[config.mk]
export PLATFORM = sky130hd
export DESIGN_NAME = rc_link_frame_parser
export DESIGN_NICKNAME = d
export VERILOG_FILES = /design/src/hdl/rclfp_pkg.sv /design/src/hdl/rc_link_frame_parser.sv /design/src/hdl/rclfp_parser.sv /design/src/hdl/rclfp_emitter.sv
export SDC_FILE = /design/constraint.sdc
export NUM_CORES = 1
export LEC_CHECK = 0
export ABC_CLOCK_PERIOD_IN_PS = 21600
export BUFFER_PORTS_ARGS = -buffer_cell sky130_fd_sc_hd__buf_4
export CAP_MARGIN = 40
export CORE_UTILIZATION = 30
export CTS_BUF_LIST = sky130_fd_sc_hd__clkbuf_4 sky130_fd_sc_hd__clkbuf_8
export CTS_CLUSTER_DIAMETER = 200
export DETAILED_ROUTE_END_ITERATION = 8
export HOLD_SLACK_MARGIN = 0.06
export PLACE_DENSITY = 0.53
export SYNTH_ARGS = -nofsm -noshare
export SYNTH_HDL_FRONTEND = slang
export SYNTH_HIERARCHICAL = 1
export SYNTH_SLANG_ARGS = --single-unit
[constraint.sdc]
create_clock -name i_clk -period 21.6 [get_ports i_clk]
set_clock_uncertainty 0.05 [all_clocks]
set_input_delay 4.32 -clock i_clk [delete_from_list [all_inputs] [get_ports i_clk]]
set_output_delay 4.32 -clock i_clk [all_outputs]
set_load 0.02 [all_outputs]
[src/hdl/rclfp_pkg.sv]
// shared types, constants and register codes of the rc link frame parser
package rclfp_pkg;

    localparam int STORED_PAYLOAD_BYTES = 22;
    localparam int NUM_CHANNELS         = 16;
    localparam int CHANNEL_BITS         = 11;

    localparam logic [7:0] SYNC_BYTE      = 8'hC8;
    localparam logic [7:0] CRC_POLY       = 8'hD5;
    localparam logic [7:0] TYPE_CHANNELS  = 8'h16;
    localparam logic [7:0] TYPE_LINKSTATS = 8'h14;
    localparam logic [7:0] MIN_LENGTH     = 8'd2;

    localparam int LQ_BYTE = 2;
    localparam int RF_BYTE = 5;

    localparam logic [3:0] AUX_FIRST_CHANNEL = 4'd4;

    localparam logic [10:0] AUX_THRESHOLD_RESET = 11'd1100;
    localparam logic [6:0]  MAX_LENGTH_RESET    = 7'd64;
    localparam logic [7:0]  READY_FRAMES_RESET  = 8'd131;

    localparam int CFG_ADDR_W = 2;
    localparam int CFG_DATA_W = 11;
    localparam logic [CFG_ADDR_W-1:0] CFG_AUX_THRESHOLD = 2'd0;
    localparam logic [CFG_ADDR_W-1:0] CFG_MAX_LENGTH    = 2'd1;
    localparam logic [CFG_ADDR_W-1:0] CFG_READY_FRAMES  = 2'd2;

    localparam int OUT_TDATA_W = 48;
    localparam int OUT_TUSER_W = 3;

    typedef enum logic [2:0] {
        KIND_CHANNEL   = 3'd0,
        KIND_LINKSTATS = 3'd1,
        KIND_OTHER     = 3'd2,
        KIND_HDR_ERR   = 3'd3,
        KIND_CRC_ERR   = 3'd4
    } t_kind;

    typedef enum logic [2:0] {
        PH_HUNT,
        PH_LEN,
        PH_TYPE,
        PH_PAYLOAD,
        PH_CRC
    } t_phase;

    typedef struct packed {
        logic [10:0] aux_threshold;
        logic [6:0]  max_length;
        logic [7:0]  ready_frames;
    } t_cfg;

    typedef struct packed {
        t_kind       kind;
        logic [7:0]  frame_type;
        logic [7:0]  rf_mode;
        logic [7:0]  link_quality;
        logic        link_ready;
    } t_job;

endpackage

[src/hdl/rc_link_frame_parser.sv]
// top level of the rc link frame parser: config registers, parser, result sequencer
//
// channel   direction  contents
// s_axis    in         rx_byte, one link byte per item
// m_axis    out        frame results; tuser kind, tlast on final item of a job
// cfg       in         write-only registers: aux_threshold, max_length, ready_frames
//
// a link byte is taken whenever s_axis_tready is high and the next byte may follow in the next cycle
// a byte that ends a frame or fails the length check starts a job in the sequencer;
// the job issues one item per cycle while the output register can load: 16 for an rc-channels frame, else 1
// input stalls only while a job still holds items not yet in the output register
// synchronous active-low reset; payload store cleared by reset
module rc_link_frame_parser #(
    parameter int STORED_PAYLOAD_BYTES = rclfp_pkg::STORED_PAYLOAD_BYTES,
    parameter int NUM_CHANNELS         = rclfp_pkg::NUM_CHANNELS
) (
    input  logic                                 i_clk,
    input  logic                                 i_rst_n,
    input  logic                                 s_axis_tvalid,
    output logic                                 s_axis_tready,
    input  logic [7:0]                           s_axis_tdata,  // [7:0] rx_byte
    output logic                                 m_axis_tvalid,
    input  logic                                 m_axis_tready,
    // [7:0] frame_type, [11:8] channel_index, [22:12] channel_value, [23] aux_high,
    // [31:24] rf_mode, [39:32] link_quality, [40] link_ready, rest zero
    output logic [rclfp_pkg::OUT_TDATA_W-1:0]    m_axis_tdata,
    output logic [rclfp_pkg::OUT_TUSER_W-1:0]    m_axis_tuser,  // [2:0] kind
    output logic                                 m_axis_tlast,
    input  logic                                 i_cfg_we,
    input  logic [rclfp_pkg::CFG_ADDR_W-1:0]     i_cfg_addr,
    input  logic [rclfp_pkg::CFG_DATA_W-1:0]     i_cfg_wdata
);

    localparam int SNAP_BITS = NUM_CHANNELS * rclfp_pkg::CHANNEL_BITS;

    rclfp_pkg::t_cfg      r_cfg;
    logic                 accept;
    logic                 job_valid;
    rclfp_pkg::t_job      job;
    logic [SNAP_BITS-1:0] snap;
    logic                 free;

    rclfp_pkg::t_kind     out_kind;
    logic [7:0]           out_frame_type;
    logic [3:0]           out_channel_index;
    logic [10:0]          out_channel_value;
    logic                 out_aux_high;
    logic [7:0]           out_rf_mode;
    logic [7:0]           out_link_quality;
    logic                 out_link_ready;

    always_ff @(posedge i_clk) begin
        if (!i_rst_n) begin
            r_cfg.aux_threshold <= rclfp_pkg::AUX_THRESHOLD_RESET;
            r_cfg.max_length    <= rclfp_pkg::MAX_LENGTH_RESET;
            r_cfg.ready_frames  <= rclfp_pkg::READY_FRAMES_RESET;
        end else if (i_cfg_we) begin
            case (i_cfg_addr)
                rclfp_pkg::CFG_AUX_THRESHOLD: r_cfg.aux_threshold <= i_cfg_wdata;
                rclfp_pkg::CFG_MAX_LENGTH:    r_cfg.max_length    <= i_cfg_wdata[6:0];
                rclfp_pkg::CFG_READY_FRAMES:  r_cfg.ready_frames  <= i_cfg_wdata[7:0];
                default:                      r_cfg               <= r_cfg;
            endcase
        end
    end

    assign s_axis_tready = free;
    assign accept        = s_axis_tvalid && free;

    rclfp_parser #(
        .STORED_PAYLOAD_BYTES (STORED_PAYLOAD_BYTES),
        .NUM_CHANNELS         (NUM_CHANNELS)
    ) u_parser (
        .i_clk       (i_clk),
        .i_rst_n     (i_rst_n),
        .i_accept    (accept),
        .i_rx_byte   (s_axis_tdata),
        .i_cfg       (r_cfg),
        .o_job_valid (job_valid),
        .o_job       (job),
        .o_snap      (snap)
    );

    rclfp_emitter #(
        .NUM_CHANNELS (NUM_CHANNELS)
    ) u_emitter (
        .i_clk           (i_clk),
        .i_rst_n         (i_rst_n),
        .i_job_valid     (job_valid),
        .i_job           (job),
        .i_snap          (snap),
        .i_aux_threshold (r_cfg.aux_threshold),
        .o_free          (free),
        .o_valid         (m_axis_tvalid),
        .i_ready         (m_axis_tready),
        .o_kind          (out_kind),
        .o_frame_type    (out_frame_type),
        .o_channel_index (out_channel_index),
        .o_channel_value (out_channel_value),
        .o_aux_high      (out_aux_high),
        .o_rf_mode       (out_rf_mode),
        .o_link_quality  (out_link_quality),
        .o_link_ready    (out_link_ready),
        .o_last          (m_axis_tlast)
    );

    assign m_axis_tuser = out_kind;
    assign m_axis_tdata = {7'b0, out_link_ready, out_link_quality, out_rf_mode,
                           out_aux_high, out_channel_value, out_channel_index,
                           out_frame_type};

endmodule

[src/hdl/rclfp_parser.sv]
// byte parser: sync hunt, length check, payload store, crc and good-frame counter
module rclfp_parser #(
    parameter int STORED_PAYLOAD_BYTES = rclfp_pkg::STORED_PAYLOAD_BYTES,
    parameter int NUM_CHANNELS         = rclfp_pkg::NUM_CHANNELS
) (
    input  logic                  i_clk,
    input  logic                  i_rst_n,
    input  logic                  i_accept,
    input  logic [7:0]            i_rx_byte,
    input  rclfp_pkg::t_cfg       i_cfg,
    output logic                  o_job_valid,
    output rclfp_pkg::t_job       o_job,
    output logic [NUM_CHANNELS*rclfp_pkg::CHANNEL_BITS-1:0] o_snap
);

    localparam int STORE_BITS = STORED_PAYLOAD_BYTES * 8;
    localparam int SNAP_BITS  = NUM_CHANNELS * rclfp_pkg::CHANNEL_BITS;
    localparam int IDX_W      = $clog2(STORED_PAYLOAD_BYTES);

    rclfp_pkg::t_phase r_phase, n_phase;
    logic [6:0] r_frame_len;
    logic [6:0] r_byte_count;
    logic [7:0] r_crc;
    logic [7:0] r_type;
    logic [7:0] r_store [STORED_PAYLOAD_BYTES];
    logic [7:0] r_good_count;
    logic       r_ready;

    logic       len_bad;
    logic [6:0] count_inc;
    logic [7:0] crc_in;
    logic [7:0] crc_next;
    logic       crc_bad;
    logic [7:0] count_sat;
    logic       count_over;

    function automatic logic [7:0] crc_step(input logic [7:0] crc, input logic [7:0] b);
        logic [7:0] c;
        c = crc ^ b;
        for (int i = 0; i < 8; i++) begin
            c = c[7] ? ((c << 1) ^ rclfp_pkg::CRC_POLY) : (c << 1);
        end
        return c;
    endfunction

    assign len_bad    = (i_rx_byte < rclfp_pkg::MIN_LENGTH)
                     || (i_rx_byte > {1'b0, i_cfg.max_length});
    assign count_inc  = r_byte_count + 7'd1;
    assign crc_in     = (r_phase == rclfp_pkg::PH_TYPE) ? 8'h00 : r_crc;
    assign crc_next   = crc_step(crc_in, i_rx_byte);
    assign crc_bad    = (i_rx_byte != r_crc);
    assign count_sat  = (r_good_count == 8'hFF) ? r_good_count : r_good_count + 8'd1;
    assign count_over = (count_sat > i_cfg.ready_frames);

    always_comb begin
        n_phase = r_phase;
        case (r_phase)
            rclfp_pkg::PH_HUNT: begin
                if (i_rx_byte == rclfp_pkg::SYNC_BYTE) n_phase = rclfp_pkg::PH_LEN;
            end
            rclfp_pkg::PH_LEN: begin
                n_phase = len_bad ? rclfp_pkg::PH_HUNT : rclfp_pkg::PH_TYPE;
            end
            rclfp_pkg::PH_TYPE: begin
                n_phase = (r_frame_len > 7'd2) ? rclfp_pkg::PH_PAYLOAD : rclfp_pkg::PH_CRC;
            end
            rclfp_pkg::PH_PAYLOAD: begin
                if (count_inc >= r_frame_len - 7'd2) n_phase = rclfp_pkg::PH_CRC;
            end
            default: n_phase = rclfp_pkg::PH_HUNT;
        endcase
    end

    // result job raised by the byte being accepted
    always_comb begin
        o_job_valid        = 1'b0;
        o_job.kind         = rclfp_pkg::KIND_HDR_ERR;
        o_job.frame_type   = 8'h00;
        o_job.rf_mode      = 8'h00;
        o_job.link_quality = 8'h00;
        o_job.link_ready   = r_ready;
        case (r_phase)
            rclfp_pkg::PH_LEN: begin
                o_job_valid = i_accept && len_bad;
            end
            rclfp_pkg::PH_CRC: begin
                o_job_valid      = i_accept;
                o_job.frame_type = r_type;
                if (crc_bad) begin
                    o_job.kind = rclfp_pkg::KIND_CRC_ERR;
                end else begin
                    o_job.link_ready = r_ready | count_over;
                    if (r_type == rclfp_pkg::TYPE_CHANNELS) begin
                        o_job.kind = rclfp_pkg::KIND_CHANNEL;
                    end else if (r_type == rclfp_pkg::TYPE_LINKSTATS) begin
                        o_job.kind         = rclfp_pkg::KIND_LINKSTATS;
                        o_job.rf_mode      = r_store[rclfp_pkg::RF_BYTE];
                        o_job.link_quality = r_store[rclfp_pkg::LQ_BYTE];
                    end else begin
                        o_job.kind = rclfp_pkg::KIND_OTHER;
                    end
                end
            end
            default: o_job_valid = 1'b0;
        endcase
    end

    always_ff @(posedge i_clk) begin
        if (!i_rst_n) begin
            r_phase      <= rclfp_pkg::PH_HUNT;
            r_frame_len  <= '0;
            r_byte_count <= '0;
            r_crc        <= '0;
            r_type       <= '0;
            r_good_count <= '0;
            r_ready      <= 1'b0;
        end else if (i_accept) begin
            r_phase <= n_phase;
            case (r_phase)
                rclfp_pkg::PH_LEN: begin
                    if (!len_bad) begin
                        r_frame_len  <= i_rx_byte[6:0];
                        r_byte_count <= '0;
                        r_crc        <= '0;
                    end
                end
                rclfp_pkg::PH_TYPE: begin
                    r_type       <= i_rx_byte;
                    r_crc        <= crc_next;
                    r_byte_count <= '0;
                end
                rclfp_pkg::PH_PAYLOAD: begin
                    r_crc        <= crc_next;
                    r_byte_count <= count_inc;
                end
                rclfp_pkg::PH_CRC: begin
                    if (!crc_bad) begin
                        if (count_over) begin
                            r_ready      <= 1'b1;
                            r_good_count <= i_cfg.ready_frames;
                        end else begin
                            r_good_count <= count_sat;
                        end
                    end
                end
                default: ;
            endcase
        end
    end

    // payload bytes beyond the store only feed the crc
    always_ff @(posedge i_clk) begin
        if (!i_rst_n) begin
            for (int i = 0; i < STORED_PAYLOAD_BYTES; i++) begin
                r_store[i] <= '0;
            end
        end else if (i_accept && r_phase == rclfp_pkg::PH_PAYLOAD
                     && r_byte_count < 7'(STORED_PAYLOAD_BYTES)) begin
            r_store[r_byte_count[IDX_W-1:0]] <= i_rx_byte;
        end
    end

    // channel bit field as seen at the crc byte, zero beyond the store
    for (genvar g = 0; g < SNAP_BITS; g++) begin : g_snap
        if (g < STORE_BITS) begin : g_in
            assign o_snap[g] = r_store[g / 8][g % 8];
        end else begin : g_out
            assign o_snap[g] = 1'b0;
        end
    end

endmodule

[src/hdl/rclfp_emitter.sv]
// result sequencer: holds one frame job and issues its items into the output register
module rclfp_emitter #(
    parameter int NUM_CHANNELS = rclfp_pkg::NUM_CHANNELS
) (
    input  logic                  i_clk,
    input  logic                  i_rst_n,
    input  logic                  i_job_valid,
    input  rclfp_pkg::t_job       i_job,
    input  logic [NUM_CHANNELS*rclfp_pkg::CHANNEL_BITS-1:0] i_snap,
    input  logic [10:0]           i_aux_threshold,
    output logic                  o_free,
    output logic                  o_valid,
    input  logic                  i_ready,
    output rclfp_pkg::t_kind      o_kind,
    output logic [7:0]            o_frame_type,
    output logic [3:0]            o_channel_index,
    output logic [10:0]           o_channel_value,
    output logic                  o_aux_high,
    output logic [7:0]            o_rf_mode,
    output logic [7:0]            o_link_quality,
    output logic                  o_link_ready,
    output logic                  o_last
);

    localparam int SNAP_BITS = NUM_CHANNELS * rclfp_pkg::CHANNEL_BITS;
    localparam int IW        = (NUM_CHANNELS > 1) ? $clog2(NUM_CHANNELS) : 1;

    logic                 r_job_valid;
    rclfp_pkg::t_job      r_job;
    logic [SNAP_BITS-1:0] r_snap;
    logic [IW-1:0]        r_idx;

    logic                 r_out_valid;
    rclfp_pkg::t_kind     r_kind;
    logic [7:0]           r_frame_type;
    logic [3:0]           r_channel_index;
    logic [10:0]          r_channel_value;
    logic                 r_aux_high;
    logic [7:0]           r_rf_mode;
    logic [7:0]           r_link_quality;
    logic                 r_link_ready;
    logic                 r_last;

    logic        out_load;
    logic        is_chan;
    logic [10:0] cur_value;
    logic [3:0]  cur_idx;
    logic        cur_aux;
    logic        cur_last;
    logic        issue;

    assign out_load  = !r_out_valid || i_ready;
    assign is_chan   = (r_job.kind == rclfp_pkg::KIND_CHANNEL);
    assign cur_value = r_snap[rclfp_pkg::CHANNEL_BITS-1:0];
    assign cur_idx   = 4'(r_idx);
    assign cur_aux   = is_chan && (cur_idx >= rclfp_pkg::AUX_FIRST_CHANNEL)
                    && (cur_value > i_aux_threshold);
    assign cur_last  = !is_chan || (r_idx == IW'(NUM_CHANNELS - 1));
    assign issue     = r_job_valid && out_load;
    assign o_free    = !r_job_valid || (issue && cur_last);

    always_ff @(posedge i_clk) begin
        if (!i_rst_n) begin
            r_job_valid <= 1'b0;
            r_idx       <= '0;
        end else if (i_job_valid) begin
            r_job_valid <= 1'b1;
            r_idx       <= '0;
        end else if (issue) begin
            if (cur_last) begin
                r_job_valid <= 1'b0;
            end else begin
                r_idx <= r_idx + IW'(1);
            end
        end
    end

    // channel field shifts down one channel per item
    always_ff @(posedge i_clk) begin
        if (i_job_valid) begin
            r_job  <= i_job;
            r_snap <= i_snap;
        end else if (issue) begin
            r_snap <= r_snap >> rclfp_pkg::CHANNEL_BITS;
        end
    end

    always_ff @(posedge i_clk) begin
        if (!i_rst_n) begin
            r_out_valid <= 1'b0;
        end else if (out_load) begin
            r_out_valid <= r_job_valid;
        end
    end

    always_ff @(posedge i_clk) begin
        if (issue) begin
            r_kind          <= r_job.kind;
            r_frame_type    <= r_job.frame_type;
            r_channel_index <= is_chan ? cur_idx : 4'd0;
            r_channel_value <= is_chan ? cur_value : 11'd0;
            r_aux_high      <= cur_aux;
            r_rf_mode       <= r_job.rf_mode;
            r_link_quality  <= r_job.link_quality;
            r_link_ready    <= r_job.link_ready;
            r_last          <= cur_last;
        end
    end

    assign o_valid         = r_out_valid;
    assign o_kind          = r_kind;
    assign o_frame_type    = r_frame_type;
    assign o_channel_index = r_channel_index;
    assign o_channel_value = r_channel_value;
    assign o_aux_high      = r_aux_high;
    assign o_rf_mode       = r_rf_mode;
    assign o_link_quality  = r_link_quality;
    assign o_link_ready    = r_link_ready;
    assign o_last          = r_last;

endmodule
==> results.md, run 1 <==
- Status: finished, final reports clean
- IO Pins: 80
- # DRC: 0
- Fin. Hold Viols: 0
- Worst Setup End Kind: output port
- Tmin final: 9.44 ns
- Slew headroom: 0.222
- Syn_area_per_cell: 14.2 µm²
- Antenna violations before repair: 3
- Worst Tran Pin Value: 1.17 ns
- Met2 WL: 22.5 mm
- GRT Residual Overflow: 0
- Max FO, Critical Path: 4
- Clk Tree Root Cell: clkbuf_8
- Total CTS buffers: 86
- Gp weighted congestion: 0.774
- Setup TNS Final: 0 ns
- Iter 0 DRT Violations: 666
- Hold buffers post-CTS: 0
- Filler cells: 6778
- Final HPWL DP: 27.1 mm
- Synth Warn #: 6
- Clock Sinks: 499
- Post-synth EDFFs: 425
- Leakage: 8.58 nW
- Vias/cell: 4.49
- Final Max Slew Viols: 0
- Count of buffers from port buffering: 72
- H-tree Lvls: 3
- DP Area: 0.0230 mm²
- Highest Signal Layer: met4
- CP required: 17.23 ns
- Die H: 270 µm
- Fraction of layout cells with a size suffix above 1: 0.243
- Adder-Cell Fraction of Synth Area: 0.0232
- Worst IR drop on VDD: 0.0000445 V
- Core Footprint: 0.0705 mm²
- Antenna Nets Post-Route: 0
- Main flop type after synthesis: edfxtp_1
- Hold crit path type: flip-flop to flip-flop
- Clock tree buffer depth: 3
- Xor and xnor area share after synthesis: 0.0263
- RSZ-0062 raised after global routing: false
- Unique masters post-synth: 63
- CTS tree: done
- Vias in the first global route: 12300
- Largest net degree at the start of global routing: 201
- Initial Utilization: 0.305
- Post-cts repair resize count: 0
- Layout area overhead: 14.6%
- Largest cells by area after synthesis: edfxtp_1, mux2_2, dfxtp_1, and2_1, ha_1
- Multiplexer share of the synthesized area: 0.104
- WS Path Type: primary input to output port
- Netlist Area Pre-Place: 0.0215 mm²
- Post-synthesis cell count: 1521
- Synth Area in Simple Gates: 0.119
- Setup-failing EPs final: 0
- Cell area after layout: 0.0247 mm²
- Largest family of logic cells by synthesized area: simple AND/OR/NAND/NOR gates
- Total GRT Usage: 0.126
- Area occupied by multi-input gates: 0.00670 mm²
- Die area: 0.0728 mm²
- Worst skew pair latency: 0.68 ns
- DRT Pass-1 Iters: 4
- Drt wl/cell: 17.4 µm
- Register bit total from synthesis: 499
- Highest Clock Rate: 106 MHz
- First-pass GRT wire length: 71.6 mm
- Nets: 1679
- Compound-Gate Fraction of Synth Area: 0.0373
- Element type at the critical path start: primary input
- Final WL: 45.6 mm
- Post-CTS repair timing setup buffer count: 0
- Routed wl met3: 1.73 mm
- Num rows: 97
- Hold slack final: 0.368 ns
- WL met1: 20.5 mm
- Pwr/cell area: 78.8 mW/mm²
- Via Count: 11800
- Period utilisation layout: 0.437
- Clk slew on worst S/H paths: 0.06 ns
- Area leader, netlist: edfxtp_1
- Synth top area share: 0.593
- WP data arrival: 5.07 ns
- Max-cap viol count: 0
- Storage cell area: 0.0142 mm²
- Sequential area share after synthesis: 0.662
- FFs w/ async S/R, synth: 0
- Die width: 270 µm
stage by stage:
| step | worst slack, ns | power [mW] | utilization | cells |
|---|---|---|---|---|
| floorplan | 10.80 | 1.12 | - | 1527 |
| global placement | 12.15 | 1.14 | 0.325 | 2458 |
| detailed placement | 12.17 | 1.14 | 0.326 | 2465 |
| CTS | 12.16 | 1.98 | 0.350 | 2619 |
| global route | 12.13 | 2.02 | 0.350 | 2621 |
| finish | 12.16 | 1.95 | 0.350 | 2621 |
worst max-delay path, cell delays in order:
cell	delay, ns
buf_4	0.10
nand2b_1	0.21
a21oi_1	0.20
inv_1	0.07
buf_4	0.16
cell usage in the layout, fill, tap and decap left out, drive strengths merged, types with 3 or more instances in the layout:
cell type,synthesis,final
nor4,3,3
nor3b,3,3
xor2,16,16
o31ai,4,4
nand2,69,69
conb,1,7
and4,4,4
clkbuf,50,111
inv,46,51
o22ai,10,10
or3,4,4
o21a,7,7
a21boi,12,12
buf,44,92
xnor2,46,46
mux2,169,169
nor2b,20,20
nand4b,3,3
nand3b,5,5
and3,6,6
o211ai,11,11
o21ai,45,45
nand3,21,21
a21o,7,7
ha,40,40
nor2,50,50
edfxtp,425,425
and2,208,208
o211a,3,3
and3b,3,3
nand4,4,4
nand4bb,3,3
clkinv,0,34
mux2i,33,33
a21oi,18,18
nand2b,8,8
nor3,29,29
dfxtp,74,74
flip-flops by register name, summed over array words and instances, names as in the netlist, 3 cells and up:
register,cells
r_cfg,26
u_emitter/cur_idx,4
u_emitter/o_channel_index,4
u_emitter/o_channel_value,11
u_emitter/o_frame_type,8
u_emitter/o_kind,3
u_emitter/o_link_quality,8
u_emitter/o_rf_mode,8
u_emitter/r_job,28
u_emitter/r_snap,176
u_parser/r_byte_count,7
u_parser/r_crc,8
u_parser/r_frame_len,7
u_parser/r_good_count,8
u_parser/r_phase,3
u_parser/r_store,176
u_parser/r_type,8
synth_stat cells, drive strengths merged, types with 2 or more instances:
| library cell | instances |
|---|---|
| edfxtp | 425 |
| and2 | 208 |
| mux2 | 169 |
| dfxtp | 74 |
| nand2 | 69 |
| clkbuf | 50 |
| nor2 | 50 |
| inv | 46 |
| xnor2 | 46 |
| o21ai | 45 |
| buf | 44 |
| ha | 40 |
| mux2i | 33 |
| nor3 | 29 |
| nand3 | 21 |
| nor2b | 20 |
| a21oi | 18 |
| xor2 | 16 |
| a21boi | 12 |
| o211ai | 11 |
| o22ai | 10 |
| nand2b | 8 |
| a21o | 7 |
| o21a | 7 |
| and3 | 6 |
| nand3b | 5 |
| and4 | 4 |
| nand4 | 4 |
| o31ai | 4 |
| or3 | 4 |
| and3b | 3 |
| nand4b | 3 |
| nand4bb | 3 |
| nor3b | 3 |
| nor4 | 3 |
| o211a | 3 |
| a2111oi | 2 |
| a31oi | 2 |
| and2b | 2 |
| or3b | 2 |
where the power goes:
group / switching [mW] / leakage, nW / total (mW) / internal [mW]
sequential: 0.00569 / 4.55 / 1.06 / 1.05
clock: 0.382 / 0.871 / 0.827 / 0.445
combinational: 0.0391 / 3.16 / 0.0587 / 0.0196
metal layers:
layer / vias to the layer above / GRT usage
met3: 72 / 0.0287
met5: - / 0
met1: 5828 / 0.159
met4: 0 / 0.0395
li1: 5655 / -
met2: 217 / 0.212
cells by family after synthesis:
| group | after synthesis |
|---|---|
| AOI/OAI and AO/OA | 127 |
| buffers and inverters | 140 |
| and+or+nand+nor | 450 |
| adders and majority gates | 40 |
| other | 1 |
| DFF | 499 |
| muxes | 202 |
| xor gates and xnor gates | 62 |
worst paths after layout:
check | startpoint | endpoint | slack [ns] | cells after the start
min | u_emitter/r_job[8]$_DFFE_PP_ | u_emitter/o_link_quality[7]$_DFFE_PP_ | 0.37 | 0
max | m_axis_tready | s_axis_tready | 12.16 | 5
max reg2reg | r_cfg[9]$_SDFFE_PN0P_ | u_emitter/r_snap[19]$_DFFE_PP_ | 17.48 | 11
min reg2reg | u_emitter/r_job[8]$_DFFE_PP_ | u_emitter/o_link_quality[7]$_DFFE_PP_ | 0.37 | 0
cell type report:
| cell class | count | area share |
|---|---|---|
| inverter | 46 | 0.00700 |
| sequential | 499 | 0.577 |
| tap | 940 | 0.0477 |
| clock inverter | 43 | 0.0108 |
| clock buffer | 111 | 0.0561 |
| timing repair buffer | 92 | 0.0293 |
| antenna | 2 | 0.000203 |
| multi-input combinational | 888 | 0.272 |
Power figures use the tool's default switching activity.
==> run 2: changes to the inputs <==
--- a/config.mk
+++ b/config.mk
@@ -5,7 +5,7 @@
 export SDC_FILE = /design/constraint.sdc
 export NUM_CORES = 1
 export LEC_CHECK = 0
-export ABC_CLOCK_PERIOD_IN_PS = 21600
+export ABC_CLOCK_PERIOD_IN_PS = 8250
 export BUFFER_PORTS_ARGS = -buffer_cell sky130_fd_sc_hd__buf_4
 export CAP_MARGIN = 40
 export CORE_UTILIZATION = 30
@@ -13,7 +13,7 @@
 export CTS_CLUSTER_DIAMETER = 200
 export DETAILED_ROUTE_END_ITERATION = 8
 export HOLD_SLACK_MARGIN = 0.06
-export PLACE_DENSITY = 0.53
+export PLACE_DENSITY = 0.54
 export SYNTH_ARGS = -nofsm -noshare
 export SYNTH_HDL_FRONTEND = slang
 export SYNTH_HIERARCHICAL = 1
==> constraint.sdc (replaced) <==
create_clock -name i_clk -period 8.25 [get_ports i_clk]
set_clock_uncertainty 0.05 [all_clocks]
set_input_delay 1.65 -clock i_clk [delete_from_list [all_inputs] [get_ports i_clk]]
set_output_delay 1.65 -clock i_clk [all_outputs]
set_load 0.02 [all_outputs]
==> run 2 against run 1 <==
Effect of this change:
- global-route usage rose by 0.083 points
- via count rose by 0.31%
- sequential power rose to 2.6 times the previous value
- clock power rose to 2.8 times the previous value
- die area did not move
- count of clock-buffer cells in the layout rose by 18
- largest power group unchanged
==> results.md, run 2 (same netlist as run 1, synthesis figures left out) <==
- Status: finished, final reports clean
- Max-cap viol count: 0
- Clock Sinks: 499
- Initial Utilization: 0.305
- DRT Pass-1 Iters: 5
- Max FO, Critical Path: 154
- Die area: 0.0728 mm²
- Routed wl met3: 1.85 mm
- Hold Startpoint: u_emitter/r_job[3]$_DFFE_PP_
- WP data arrival: 5.04 ns
- Hold Path Stages: 0
- Die width: 270 µm
- IO Pins: 80
- Highest Clock Rate: 212 MHz
- Layout area overhead: 15.3%
- Final HPWL DP: 27.5 mm
- WS Path Type: primary input to flip-flop
- Antenna violations before repair: 1
- Final Max Slew Viols: 0
- Reg-to-reg startpoint: u_emitter/cur_idx[0]$_SDFFE_PP0P_
- Setup TNS Final: 0 ns
- Top flop regs: u_emitter/r_snap (176), u_parser/r_store (176), u_emitter/r_job (28)
- Worst skew pair latency: 0.68 ns
- CTS tree: done
- Period utilisation layout: 0.571
- Vias in the first global route: 12200
- Element type at the critical path start: primary input
- Crit path largest cell delay: 0.56 ns
- CP max stage cell: buf_12
- Highest Signal Layer: met4
- Total CTS buffers: 88
- Total GRT Usage: 0.127
- Pwr/cell area: 211 mW/mm²
- Num rows: 97
- Worst Path Buf+Inv: 4
- Hold crit path type: flip-flop to flip-flop
- Drt wl/cell: 17.5 µm
- Slew headroom: 0.362
- Core Footprint: 0.0705 mm²
- CP Cell Sequence: buf_4, inv_1, buf_4, ha_1, and4_1, nand4_1, o211ai_1, a21oi_1, o21ai_0, mux2_2, nor2_4, buf_12, mux2_2
- Setup-failing EPs final: 0
- H-tree Lvls: 3
- GRT Residual Overflow: 0
- Nets: 1684
- Fraction of layout cells with a size suffix above 1: 0.251
- CP required: 8.58 ns
- # DRC: 0
- Worst IR drop on VDD: 0.000103 V
- Worst reg2reg endpoint: u_parser/r_store[15][2]$_SDFFCE_PN0P_
- Instance count on the critical path: 13
- Clk Tree Root Cell: clkbuf_8
- Hold endpoint: u_emitter/o_link_quality[2]$_DFFE_PP_
- Largest net degree at the start of global routing: 155
- Count of buffers from port buffering: 72
- Vias/cell: 4.49
- RSZ-0062 raised after global routing: false
- Hold slack final: 0.366 ns
- Clock tree buffer depth: 3
- Final WL: 46.1 mm
- Antenna Nets Post-Route: 0
- Die H: 270 µm
- First-pass GRT wire length: 71.6 mm
- Most frequent cells in the layout: edfxtp_1, and2_1, mux2_2
- Leakage: 8.66 nW
- Met2 WL: 22.6 mm
- Post-cts repair resize count: 0
- Iter 0 DRT Violations: 609
- WL met1: 20.7 mm
- Worst Tran Pin Value: 0.950 ns
- Worst R2R Setup Slack: 4.31 ns
- Post-CTS repair timing setup buffer count: 0
- Commonest non-fill, non-tap cell in the layout: edfxtp_1
- Worst Setup End Kind: flip-flop
- Clk slew on worst S/H paths: 0.06 ns
- Fin. Hold Viols: 0
- Reg2Reg Depth: 11
- Tmin final: 4.71 ns
- Via Count: 11800
- Hold buffers post-CTS: 0
- CP top delay family: buffers and inverters
- Gp weighted congestion: 0.789
==> run 2: cell count changes in the layout (fill, tap and decap cells not counted), sizes merged <==
| cell | previous run | this run |
|---|---|---|
| buf | 92 | 95 |
| bufinv | 2 | 3 |
| clkbuf | 111 | 129 |
| clkinv | 34 | 24 |
| clkinvlp | 2 | 3 |
| diode | 2 | 3 |
| inv | 51 | 48 |
==> run 2: worst max-delay path by stage <==
stage                     from                              end  slack (ns)
6_report       s_axis_tdata[0]  u_emitter/r_snap[112]$_DFFE_PP_        3.54
4_1_cts        s_axis_tdata[0]  u_emitter/r_snap[112]$_DFFE_PP_        3.59
5_1_grt        s_axis_tdata[0]  u_emitter/r_snap[112]$_DFFE_PP_        3.33
3_3_place_gp   s_axis_tdata[0]  u_emitter/r_snap[121]$_DFFE_PP_        2.92
3_5_place_dp   s_axis_tdata[0]  u_emitter/r_snap[154]$_DFFE_PP_        2.89
2_1_floorplan  s_axis_tdata[0]    u_emitter/r_snap[0]$_DFFE_PP_        0.12
==> run 2: final cells by class <==
cell class / count / area, µm²
multi-input cells: 888 / 6700
diodes: 3 / 7.51
well taps: 940 / 1180
fillers: 6755 / 45700
clock inverters: 32 / 240
repair buffers: 95 / 728
flip-flops and latches: 499 / 14200
inverters: 46 / 173
clock buffers: 129 / 1540
==> run 2: report_power, final <==
| group | switching, mW | internal (mW) | leakage, nW |
|---|---|---|---|
| registers | 0.0152 | 2.76 | 4.55 |
| logic | 0.104 | 0.0517 | 3.16 |
| clock network | 1.01 | 1.30 | 0.941 |
==> run 2: layer usage <==
| metal | vias to the layer above | global-route usage |
|---|---|---|
| li1 | 5661 | - |
| met1 | 5853 | 0.163 |
| met2 | 223 | 0.210 |
| met3 | 71 | 0.0271 |
| met4 | 0 | 0.0422 |
| met5 | - | 0 |
==> run 2: metrics by stage <==
stage | power [mW] | utilization | cells | setup WS (ns) | area, µm²
after floorplan | 2.92 | - | 1527 | 0.121 | 21600
after global placement | 2.98 | 0.326 | 2461 | 2.92 | 23000
after detailed placement | 2.99 | 0.327 | 2468 | 2.89 | 23000
after CTS | 5.33 | 0.352 | 2629 | 3.59 | 24800
after global routing | 5.44 | 0.352 | 2630 | 3.33 | 24800
final | 5.24 | 0.352 | 2632 | 3.54 | 24800
